## src/rtl/core/neighbour_gray_separation_assert.svh

```systemverilog
// assertion macros for the neighbour gray separation block
`ifndef NEIGHBOUR_GRAY_SEPARATION_ASSERT_SVH
`define NEIGHBOUR_GRAY_SEPARATION_ASSERT_SVH

`ifndef SYNTH

// property that must hold at every clock edge outside reset
`define NGS_ASSERT(lbl, clk, rstn, prop) \
  lbl: assert property (@(posedge clk) disable iff (!(rstn)) (prop)) \
    else $error("neighbour gray separation check failed");

// property that must never hold outside reset
`define NGS_ASSERT_NEVER(lbl, clk, rstn, prop) \
  lbl: assert property (@(posedge clk) disable iff (!(rstn)) !(prop)) \
    else $error("neighbour gray separation forbidden condition");

`else

`define NGS_ASSERT(lbl, clk, rstn, prop)

`define NGS_ASSERT_NEVER(lbl, clk, rstn, prop)

`endif

`endif

```

## src/rtl/core/ngs_pkg.sv

```systemverilog
// shared types and constants of the neighbour gray separation block
package ngs_pkg;

  localparam int PixW     = 8;
  localparam int ColW     = 10;
  localparam int RowW     = 16;
  localparam int WidthW   = 11;
  localparam int CfgIdxW  = 2;
  localparam int CfgDataW = 16;
  localparam int MinDim   = 3;

  // register indexes of the configuration port
  typedef enum logic [CfgIdxW-1:0] {
    CFG_IMAGE_WIDTH     = 2'd0,
    CFG_IMAGE_HEIGHT    = 2'd1,
    CFG_EIGHT_CONNECTED = 2'd2,
    CFG_SEPARATION_MODE = 2'd3
  } cfg_idx_e;

  // separation modes
  typedef enum logic [1:0] {
    MODE_LOWER   = 2'd0,
    MODE_HIGHER  = 2'd1,
    MODE_NEAREST = 2'd2
  } sep_mode_e;

  // one window column, top row oldest line
  typedef struct packed {
    logic [PixW-1:0] top;
    logic [PixW-1:0] mid;
    logic [PixW-1:0] bot;
  } col_t;

  // settings seen by the contrast unit
  typedef struct packed {
    logic       eight_connected;
    logic [1:0] separation_mode;
  } sep_cfg_t;

  // per-pixel bookkeeping carried down the pipeline
  typedef struct packed {
    logic            emit;
    logic [ColW-1:0] column;
    logic [RowW-1:0] row;
    logic            last;
  } meta_t;

  // one result item
  typedef struct packed {
    logic [PixW-1:0] separation;
    logic [ColW-1:0] column;
    logic [RowW-1:0] row;
    logic            last;
  } res_t;

endpackage

```

## src/rtl/core/ngs_col_cell.sv

```systemverilog
// one column of the 3x3 window, shifting into its left neighbour
module ngs_col_cell (
  input  logic          clk_i,
  input  logic          rst_ni,
  input  logic          shift_i,
  input  ngs_pkg::col_t col_i,
  output ngs_pkg::col_t col_o
);
  import ngs_pkg::*;

  col_t col_q;

  // take the column from the right-hand neighbour
  always_ff @(posedge clk_i or negedge rst_ni) begin
    if (!rst_ni) begin
      col_q <= '0;
    end else if (shift_i) begin
      col_q <= col_i;
    end
  end

  assign col_o = col_q;

endmodule

```

## config.mk

```make
export PLATFORM = sky130hd
export DESIGN_NAME = ngs_col_cell
export DESIGN_NICKNAME = d
export VERILOG_FILES = /design/src/rtl/core/neighbour_gray_separation_assert.svh /design/src/rtl/core/ngs_pkg.sv /design/src/rtl/core/ngs_col_cell.sv
export SDC_FILE = /design/constraint.sdc
export NUM_CORES = 1
export LEC_CHECK = 0
export ABC_AREA = 1
export BUFFER_PORTS_ARGS = -buffer_cell sky130_fd_sc_hd__buf_2
export CORE_MARGIN = 2
export CORE_UTILIZATION = 45
export DETAILED_ROUTE_END_ITERATION = 10
export PLACE_DENSITY = 0.91
export SYNTH_ARGS = -nofsm -noshare
export SYNTH_HDL_FRONTEND = slang
export SYNTH_SLANG_ARGS = --single-unit
```

## constraint.sdc

```tcl
create_clock -name clk_i -period 1.5 [get_ports clk_i]
set_input_delay 0.45 -clock clk_i [delete_from_list [all_inputs] [get_ports clk_i]]
set_output_delay 0.45 -clock clk_i [all_outputs]
set_load 0.02 [all_outputs]
```

# Yosys cells after proc, flatten, opt, wreduce, memory -nomap -nowiden
# Index checks and enable logic that the tools add are counted.
word_totals:
  rom_bits: 0
  ramBits: 0
  register_bits: 24
  output_inout_bits: 24
  elab_cells: 3
  latch_bits: 0
  in_bits: 27
  memories: 0
classes:
  n_eq_ne: 0
  n_reduce_logical: 0
  div_mod_pow: 0
  multipliers: 0
  n_mux: 0
  order_cmp: 0
  n_addsub: 0
  shift: 0
  n_bitwise: 0

# Logic depth before layout (Yosys ltp)
logic_depth:
  depth_word: 0
  mapped_depth: 5
  depth_no_buf: 3

# Worst setup path after synthesis
# OpenSTA, ideal clock, no wires.
synth_path:
  path_kind: "input-to-reg"
  start: "input port shift_i"
  end: "register col_q, in the netlist col_o[0]"
  setup_time_ns: 0.117
  stages: 5
  n_path_buf: 2
  arrival_time_ns: 0.821
  t_required_ns: 1.383
  slack_ns: 0.562
  path_cell_list: "buf_6 > inv_8 > buf_12 > nand2_2 > nand2_1"
synth_lines:
  columns: ["item", "line", "source"]
  rows:
  - ["start, declared", "ngs_col_cell.sv:5", "input logic shift_i,"]
  - ["end signal, assigned", "ngs_col_cell.sv:18", "col_q <= col_i;"]
  - ["end, declared", "ngs_col_cell.sv:11", "col_t col_q;"]

# Worst setup path after layout
layout_path:
  start: "register col_q, in the netlist col_o[0]"
  end: "output port col_o[0] (netlist name)"
layout_lines:
  columns: ["item", "line", "source"]
  rows:
  - ["end, declared", "ngs_col_cell.sv:7", "output ngs_pkg::col_t col_o"]
# No word-level cell between the ends.

==> metrics.csv <==
stage,metric,value,unit
sta,period_share,89.5,%
yosys,yosysTopAreaCellShare,61.6,%
flow_run,drv_cap,0,
critical_path,critPathMaxFanout,2,
layout,synthToLayoutAreaGrowth,26.7,%
sta,finalSetupTns,0,ns
clock_tree,cts_root_buf,clkbuf_4,
critical_path,critPathMaxStageDelay,0.42,ns
global_route,grt_overflow_total,0,
clock_tree,cts_made_buffers,3,
clock_tree,cts_buffer_depth,2,
clock_tree,clkSinkCount,24,
yosys,synthFlopType,dfrtp_1,
placed_design,gp_congestion,0.652,
die,die_w,50.5,µm
critical_path,worstSetupStartpoint,col_o[0],
route,wl_per_cell,10.8,µm
yosys,synth_area_leaders,"dfrtp_1 62%, nand2_1 24%, nand2_2 6.4%",
status,status,finished clean,
placed_design,port_buffers,50,
yosys,synth_seq_cells,24,
layout,num-fill-cells,185,
yosys,yosysSeqAreaShare,61.6,%
critical_path,worstRegToRegCells,2,
yosys,synthArstFlopShare,100,%
critical_path,worstReg2RegStart,col_o[14],
sta,tightest_slew,0.523,ns
sta,slew-limit-headroom,65.1,%
sta,rsz0062_at_grt,no,
layout,drive_above_1_share,43.4,%
die,fp.dieH,50.5,µm
critical_path,critPathTopFamily,flip-flops,
route,ant_nets,0,
clock_tree,path_clk_slew,0.13,ns
clock_tree,cts_tree,built,
critical_path,start_kind,flop,
critical_path,critPathCaptureType,output port,
power,p_per_area,1080,mW/mm²
critical_path,critPathKind,reg -> out,
route,drtPass1Iterations,4,
die,die_area,0.00255,mm²
critical_path,crit_arrival,0.89,ns
yosys,yosys-top-cells-count,"62 x nand2_1, 24 x dfrtp_1, 10 x nand2_2, 3 x buf_6",
yosys,yosysWarnings,0,
clock_tree,htreeDepth,1,
sta,drv_slew,0,
route,routed_wl,1940,µm
yosys,yosysMostFrequentCell,nand2_1,
layout,multi_input_area,295,µm²
sta,fmax,0.745,GHz
critical_path,required,1.05,ns
clock_tree,post-cts-setup-buffers,0,
sta,holdWs,0.0917,ns
global_route,grtUsageTotal,17.3,%
global_route,grtUsageMet1,21.4,%
route,drc_errors,0,
critical_path,reg2reg_to,col_o[14],
route,drtIter0Drc,12,
yosys,avgSynthCellArea,9.56,µm²
layout,fin_nets,180,
yosys,synth-edff-count,0,
die,core-area,0.00200,mm²
layout,post-route-cell-area,0.00123,mm²
power,leakage,0.742,nW
critical_path,cp_slowest_cell,dfrtp_1,
layout,largest_register_ffs,24,
power,ir_worst_vdd,0.609,mV
global_route,grt_pass1_wl,3210,µm
critical_path,r2r_slack,0.87,ns
yosys,synthCells,102,
placed_design,place_area,0.00120,mm²
global_route,antenna_found_initial,0,
sta,finalSetupViolCount,0,
critical_path,path_cells,buf_2,
placed_design,hpwl,1400,µm
clock_tree,cts-resized-gates,0,
yosys,syn_area,975,µm²
sta,period_needed,1.34,ns
route,vias,784,
global_route,grt_pass1_vias,734,
placed_design,place_ws,0.330,ns
clock_tree,clkLatencyLatePin,0.31,ns
yosys,synth_cell_types,7,
yosys,yosys.area.top_type,dfrtp_1,
hold_path,worst_hold_path_type,in -> async,
sta,finClkSkew,0,ns
critical_path,crit_buf_inv,1,
layout,register_area,601,µm²
route,viasPerCell,4.38,
sta,finalWorstSetupSlack,0.157,ns
die,initial_core_util,48.7,%
global_route,grt_util_met2,28.5,%
die,num_rows,16,
layout,antennaDiodeCount,0,
global_route,busiest_layer,met2,
die,io_pins,51,
global_route,grt_max_degree,25,
global_route,grtUsageMet3,2.98,%
sta,finalHoldViolations,0,
clock_tree,cts_hold_buffers,0,
yosys,syn_nets,129,
==> worst max-delay path by stage <==
stage,endpoint,slack [ns],cells past startpoint
after floorplan,col_o[0],0.56,5
after global placement,col_o[1],0.37,4
after detailed placement,col_o[13],0.33,4
after CTS,col_o[0],0.15,1
after global routing,col_o[11],0.11,1
final,col_o[0],0.16,1
==> where the power goes <==
part	switching (mW)	internal, mW
combinational	0.168	0.0941
sequential	0.0332	0.704
clock	0.185	0.148
==> through the flow <==
| step | utilization [%] | instances | total power, mW |
|---|---|---|---|
| after floorplan | - | 102 | 0.911 |
| after global placement | 59.9 | 175 | 1.01 |
| after detailed placement | 59.9 | 175 | 1.02 |
| after CTS | 61.7 | 179 | 1.35 |
| after global routing | 61.7 | 179 | 1.41 |
| final | 61.7 | 179 | 1.33 |
==> layer usage <==
metal  up-vias  share of wire (%)
met1       340                 44
met4         0                1.8
met3         4                7.2
met2        39                 47
li1        401                  -
met5         -                  0
==> cells by family after synthesis <==
family	Yosys count	synth area share (%)
AND/OR/NAND/NOR	72	30.3
flip-flops	24	61.6
buffers and inverters	6	8.09
==> area by class of cell <==
| cell class | instances | share of cell area [%] |
|---|---|---|
| tap | 27 | 2.74 |
| multi-input combinational | 72 | 23.9 |
| clock buffer | 4 | 2.94 |
| sequential | 24 | 48.6 |
| timing repair buffer | 51 | 20.9 |
| inverter | 1 | 0.912 |
==> cells in the final DEF, fill, tap and decap left out <==
| cell type | synthesis | layout |
|---|---|---|
| buf_2 | 0 | 50 |
| buf_4 | 0 | 1 |
| clkbuf_4 | 0 | 3 |
| clkbuf_8 | 1 | 1 |
| dfrtp_1 | 24 | 24 |
| inv_8 | 1 | 1 |
| nand2_1 | 62 | 62 |
| nand2_2 | 10 | 10 |
Note: power is estimated with default switching activity, not from simulation.
