===== src/rtl/core/neighbour_gray_separation_assert.svh =====
// assertion macros for the neighbour gray separation block
`ifndef NEIGHBOUR_GRAY_SEPARATION_ASSERT_SVH
`define NEIGHBOUR_GRAY_SEPARATION_ASSERT_SVH

`ifndef SYNTH

// property that must hold at every clock edge outside reset
`define NGS_ASSERT(lbl, clk, rstn, prop) \
  lbl: assert property (@(posedge clk) disable iff (!(rstn)) (prop)) \
    else $error("neighbour gray separation check failed");

// property that must never hold outside reset
`define NGS_ASSERT_NEVER(lbl, clk, rstn, prop) \
  lbl: assert property (@(posedge clk) disable iff (!(rstn)) !(prop)) \
    else $error("neighbour gray separation forbidden condition");

`else

`define NGS_ASSERT(lbl, clk, rstn, prop)

`define NGS_ASSERT_NEVER(lbl, clk, rstn, prop)

`endif

`endif


===== src/rtl/core/ngs_pkg.sv =====
// shared types and constants of the neighbour gray separation block
package ngs_pkg;

  localparam int PixW     = 8;
  localparam int ColW     = 10;
  localparam int RowW     = 16;
  localparam int WidthW   = 11;
  localparam int CfgIdxW  = 2;
  localparam int CfgDataW = 16;
  localparam int MinDim   = 3;

  // register indexes of the configuration port
  typedef enum logic [CfgIdxW-1:0] {
    CFG_IMAGE_WIDTH     = 2'd0,
    CFG_IMAGE_HEIGHT    = 2'd1,
    CFG_EIGHT_CONNECTED = 2'd2,
    CFG_SEPARATION_MODE = 2'd3
  } cfg_idx_e;

  // separation modes
  typedef enum logic [1:0] {
    MODE_LOWER   = 2'd0,
    MODE_HIGHER  = 2'd1,
    MODE_NEAREST = 2'd2
  } sep_mode_e;

  // one window column, top row oldest line
  typedef struct packed {
    logic [PixW-1:0] top;
    logic [PixW-1:0] mid;
    logic [PixW-1:0] bot;
  } col_t;

  // settings seen by the contrast unit
  typedef struct packed {
    logic       eight_connected;
    logic [1:0] separation_mode;
  } sep_cfg_t;

  // per-pixel bookkeeping carried down the pipeline
  typedef struct packed {
    logic            emit;
    logic [ColW-1:0] column;
    logic [RowW-1:0] row;
    logic            last;
  } meta_t;

  // one result item
  typedef struct packed {
    logic [PixW-1:0] separation;
    logic [ColW-1:0] column;
    logic [RowW-1:0] row;
    logic            last;
  } res_t;

endpackage


===== src/rtl/core/ngs_contrast.sv =====
// nearest lower and higher neighbour search and separation select
module ngs_contrast (
  input  ngs_pkg::col_t            left_i,
  input  ngs_pkg::col_t            centre_i,
  input  ngs_pkg::col_t            right_i,
  input  ngs_pkg::sep_cfg_t        cfg_i,
  output logic [ngs_pkg::PixW-1:0] separation_o
);
  import ngs_pkg::*;

  logic [PixW-1:0] centre;
  logic [PixW-1:0] nb [8];
  logic [7:0]      use_nb;
  logic [PixW-1:0] lower;
  logic [PixW-1:0] higher;
  logic            has_lower;
  logic            has_higher;
  logic [PixW-1:0] dist_lo;
  logic [PixW-1:0] dist_hi;

  // edge neighbours first, then diagonals
  always_comb begin
    centre = centre_i.mid;
    nb[0]  = centre_i.top;
    nb[1]  = left_i.mid;
    nb[2]  = right_i.mid;
    nb[3]  = centre_i.bot;
    nb[4]  = left_i.top;
    nb[5]  = right_i.top;
    nb[6]  = left_i.bot;
    nb[7]  = right_i.bot;
    use_nb = {{4{cfg_i.eight_connected}}, 4'hF};
  end

  // largest value below the centre and smallest value above it
  always_comb begin
    lower      = '0;
    higher     = '0;
    has_lower  = 1'b0;
    has_higher = 1'b0;
    for (int k = 0; k < 8; k++) begin
      if (use_nb[k]) begin
        if (nb[k] < centre) begin
          if (!has_lower || nb[k] > lower) lower = nb[k];
          has_lower = 1'b1;
        end else if (nb[k] > centre) begin
          if (!has_higher || nb[k] < higher) higher = nb[k];
          has_higher = 1'b1;
        end
      end
    end
  end

  // distances, zero where no such neighbour exists
  assign dist_lo = has_lower  ? centre - lower  : '0;
  assign dist_hi = has_higher ? higher - centre : '0;

  // mode select, unused mode gives zero
  always_comb begin
    unique case (sep_mode_e'(cfg_i.separation_mode))
      MODE_LOWER:  separation_o = dist_lo;
      MODE_HIGHER: separation_o = dist_hi;
      MODE_NEAREST: begin
        if (has_lower && has_higher) begin
          separation_o = (dist_lo < dist_hi) ? dist_lo : dist_hi;
        end else if (has_lower) begin
          separation_o = dist_lo;
        end else begin
          separation_o = dist_hi;
        end
      end
      default:     separation_o = '0;
    endcase
  end

endmodule


===== config.mk =====
export PLATFORM = sky130hd
export DESIGN_NAME = ngs_contrast
export DESIGN_NICKNAME = d
export VERILOG_FILES = /design/src/rtl/core/neighbour_gray_separation_assert.svh /design/src/rtl/core/ngs_pkg.sv /design/src/rtl/core/ngs_contrast.sv
export SDC_FILE = /design/constraint.sdc
export NUM_CORES = 1
export LEC_CHECK = 0
export ABC_AREA = 1
export BUFFER_PORTS_ARGS = -buffer_cell sky130_fd_sc_hd__buf_2
export CAP_MARGIN = 20
export CORE_AREA = 3 3 117 119
export DETAILED_ROUTE_END_ITERATION = 10
export DIE_AREA = 0 0 120 122
export PLACE_DENSITY = 0.79
export SYNTH_ARGS = -nofsm -noshare
export SYNTH_HDL_FRONTEND = slang
export SYNTH_SLANG_ARGS = --single-unit

===== constraint.sdc =====
create_clock -name vclk -period 32.4
set_input_delay 1.62 -clock vclk [all_inputs]
set_output_delay 1.62 -clock vclk [all_outputs]
set_load 0.02 [all_outputs]

== After elaboration in Yosys (flattened, before gate mapping) ==
Cells that the tools add are included.
Word-level totals
  bits in registers: 0
  input bits: 75
  output and inout bits: 8
  logic and storage cells: 149
Operators by class
  $add $sub $neg: 2
  magnitude comparators: 31
  equality and inequality tests: 2
  mux-type cells: 84
  reductions and logical operators: 30
Operators by type and width (number)
  $mux W8: 51
  $lt A8 B8 Y1: 16
  $gt A8 B8 Y1: 15
  $mux W1: 32
  $pmux W8 S3: 1
  $sub A8 B8 Y8: 2
  $logic_not A1 Y1: 14
  $logic_or A1 B1 Y1: 14
  $eq A2 B1 Y1 const B: 1
  $eq A2 B2 Y1 const B: 1
  $logic_not A2 Y1: 1
  $logic_and A1 B1 Y1: 1

== Depth between registers and ports, before layout ==
  depth in word-level cells: 48
  depth in mapped cells: 127
  depth with buffers taken out: 121

== Worst setup path before layout ==
OpenSTA, ideal clock, no wires.
  path kind: input to output
  start: input port centre_i[15] (netlist bit)
  end: output port separation_o[0] (netlist bit)
  arrival time: 15.190 ns
  required time: 30.780 ns
  path slack: 15.590 ns
  cell stages on the path: 110
  buffers on the path: 7
  cell sequence: inv_1 -> ha_1 -> a21o_1 -> nor2_1 -> nand2_2 -> inv_1 -> nand2_1 -> ha_1 -> a21oi_1 -> nor2_1 -> a211oi_1 -> o221ai_1 -> o21ai_0 -> nand2_1 -> nand2_1 -> clkbuf_1 -> nand2_1 -> o21ai_0 -> [... 74 more ...] -> nor2_1 -> o21ai_0 -> nand2_1 -> a21oi_1 -> xor2_1 -> xor2_1 -> inv_1 -> nor2_1 -> ha_1 -> nand2_1 -> nor2_1 -> a211oi_1 -> nand2_1 -> nor2_1 -> inv_1 -> o221ai_1 -> nand2_1 -> nand3_1
Between the ends
  cells in the longest elaborated chain, start to end: 48
  elaborated cells on any way between the ends: 146
  classes of those cells: 2 x add/sub; 31 x order compare; 84 x mux; 29 x reduce/logical
RTL lines
  from (decl): RTL line ngs_contrast.sv:4  | input ngs_pkg::col_t centre_i,
  $gt A8 B8 Y1: RTL line ngs_contrast.sv:46  | end else if (nb[k] > centre) begin
  $mux W8 / $mux W1 (equally long branches): RTL line ngs_contrast.sv:46
  $mux W8 / $mux W1 (equally long branches): RTL line ngs_contrast.sv:43  | if (nb[k] < centre) begin
  $lt A8 B8 Y1 / $logic_not A1 Y1 (equally long branches): RTL line ngs_contrast.sv:47  | if (!has_higher || nb[k] < higher) higher = nb[k];
  $logic_or A1 B1 Y1: RTL line ngs_contrast.sv:47
  $mux W8: RTL line ngs_contrast.sv:47
  $mux W8: RTL line ngs_contrast.sv:46
  $mux W8: RTL line ngs_contrast.sv:43
  [... 32 more ...]
  $mux W8: RTL line ngs_contrast.sv:43
  $mux W8: RTL line ngs_contrast.sv:42  | if (use_nb[k]) begin
  $sub A8 B8 Y8: RTL line ngs_contrast.sv:56  | assign dist_hi = has_higher ? higher - centre : '0;
  $mux W8: RTL line ngs_contrast.sv:56
  $lt A8 B8 Y1: RTL line ngs_contrast.sv:65  | separation_o = (dist_lo < dist_hi) ? dist_lo : dist_hi;
  $mux W8: RTL line ngs_contrast.sv:65
  $mux W8: RTL line ngs_contrast.sv:64  | if (has_lower && has_higher) begin
  $pmux W8 S3 (*): RTL line ngs_contrast.sv:60  | unique case (sep_mode_e'(cfg_i.separation_mode))
  to (decl): RTL line ngs_contrast.sv:7  | output logic [ngs_pkg::PixW-1:0] separation_o
Mark *: on every way between the ends. The rest lies on a longest branch, timed or not.

== Worst setup path in the final report ==
  start: input port centre_i[9] (netlist bit)
  end: output port separation_o[0] (netlist bit)
Same word-level chain as after synthesis.

==> reports/metrics.cfg <==
[timing]
worst_slack_ns = 13.51
tightest_slew_ns = 0.5172
fin_setup_tns_ns = 0
maxSlewHeadroom_pct = 65.39
finalMaxSlewViolations = 0
finalHoldViolCount = 0
timing.fmax_mhz = 52.93
rsz0062_at_grt = no
min_period_ns = 18.89
final-setup-viol-count = 0
fin_crit_sh_pct = 58.31

[synth]
synth_area_mm2 = 0.006375
syn_nets = 1333
netlist_top_cells_area = ha_1 37%, nand2_1 16%, o21ai_0 8.7%
ys.warnings.count = 0
post-synth-top-count-cell = nand2_1
yosysTopAreaCell = ha_1
seq_area_frac_synth_pct = 0
synth_top_cells_by_count = 275 x nand2_1, 189 x ha_1, 140 x inv_1
synth_cell_types = 39
yosysTopAreaCellShare_pct = 37.10
netlist_instances = 1067
syn_area_per_cell_um2 = 5.975

[worst_setup_path]
required_ns = 30.78
crit_path_end_kind = output port
path_max_fanout = 16
crit_arrival_ns = 17.27
slowest_delay_ns = 0.46
cpMaxStageDelayCell = o21ai_0
crit_type = input pin to output port
cpMostUsedCell = nand2_1
cp-start-kind = input pin

[placement]
place_area_mm2 = 0.006952
gp_congestion = 0.9450
dp_hpwl_mm = 16.17
portBuffers = 83
pre_cts_slack_ns = 13.72

[detailed_routing]
viasPerCell = 5.533
antenna_left = 0
first_pass_iters = 5
vias = 7237
drt_iter0_markers = 481
post_drt_wl_per_cell_um = 14.44
routed_wl_mm = 18.89
drc = 0

[cells_and_area]
seq_cell_count = 0
antenna_cells = 0
num-nets-final = 1404
areaGrowthSynthToFinish_pct = 9.048
n_fill_cell = 1361
regArea_um2 = 0
final_area_mm2 = 0.006952
nClkBuffers = 0
drive_gt1_share_pct = 10.30

[cts]
cts_hold_buffers = 0
cts_setup_buffers = 0
cts_resized = 0

[worst_hold_path]
holdPathStages = 5
min_to = separation_o[0]
min_path_type = input pin to output port
hp-start = cfg_i[0]

[grt]
grt_pass1_wl_mm = 31.22
grt_pass1_vias = 6700
track_usage_pct = 25.30
antenna_found_initial = 0
grt_max_degree = 17
grt_overflow = 0

[die]
initial_utilization_pct = 50.31
rows = 41
die_x_um = 120
dieArea_mm2 = 0.01464
core_area_mm2 = 0.01267
io_pins = 83
die_h_um = 122

[power_and_ir_drop]
power_mw = 0.5068
p_per_area_mw_per_mm2 = 72.90
leakage_nw = 4.044
ir_worst_vdd_mv = 0.04005

[status]
status = completed

[flow_run]
drv_cap = 0

==> per-layer routing <==
metal  up-vias  track usage [%]  part of all wire (%)  routed length (um)
met5         -                0                     0                   0
met4         0            4.510                   1.6                 302
met3        32           0.9285                   6.0                1132
met2       246            45.21                    46                8771
met1      3177            34.28                    46                8679
li1       3782                -                     -                   -
==> power breakdown <==
part	switching, mW	total [mW]	internal [mW]
Sequential	0	0	0
Clock	0	0	0
Combinational	0.322	0.507	0.185
==> through the flow <==
| stage | hold WS (ns) | std cells | util, % |
|---|---|---|---|
| floorplan | 3.530 | 1067 | - |
| finish | 3.746 | 1308 | 54.86 |
| CTS | 3.738 | 1308 | 54.86 |
| global route | 3.787 | 1308 | 54.86 |
| global placement | 3.732 | 1308 | 54.86 |
| detailed placement | 3.737 | 1308 | 54.86 |
==> worst max-delay path by stage <==
stage                      start         endpoint  slack, ns  cells after the start
floorplan           centre_i[15]  separation_o[0]      15.59                    110
global placement     centre_i[9]  separation_o[0]      14.22                    100
detailed placement   centre_i[9]  separation_o[0]      13.72                    106
CTS                  centre_i[9]  separation_o[0]      13.70                    106
global route         centre_i[9]  separation_o[0]      11.49                    103
finish               centre_i[9]  separation_o[0]      13.51                    108
==> cell type report <==
type	count	area, um2	share of cell area [%]
Inverter	145	544.3	7.829
Multi-Input combinational cell	908	5777	83.10
Tap cell	172	215.2	3.096
Timing Repair Buffer	83	415.4	5.976
==> cells in the final DEF, fill, tap and decap left out, drive strengths merged, types with 4 or more instances in the layout <==
cell type and count:
nand3 35, a211oi 9, inv 143, o21ai 112
a21oi 88, o211ai 15, nand4 18, nor2 102
ha 189, or2 4, o41ai 4, nand2 298
buf 83
==> cell families (layout without fill, tap and decap cells) <==
family	count (synthesis)	count (layout)	share of synthesized area [%]
and+or+nand+nor	465	465	30.76
AOI/OAI and AO/OA	248	248	21.59
xor gates and xnor gates	4	4	0.5497
buffers and inverters	159	228	9.382
adders and majority gates	191	191	37.72
==> critical path: cells and delay by family <==
family / cells / cell delay, ns
compound gates: 37 / 5.61
simple gates: 48 / 5.22
fa+ha+maj: 10 / 3.17
buf+inv: 11 / 1.26
xor+xnor: 2 / 0.36
(Power assumes the default switching activity.)
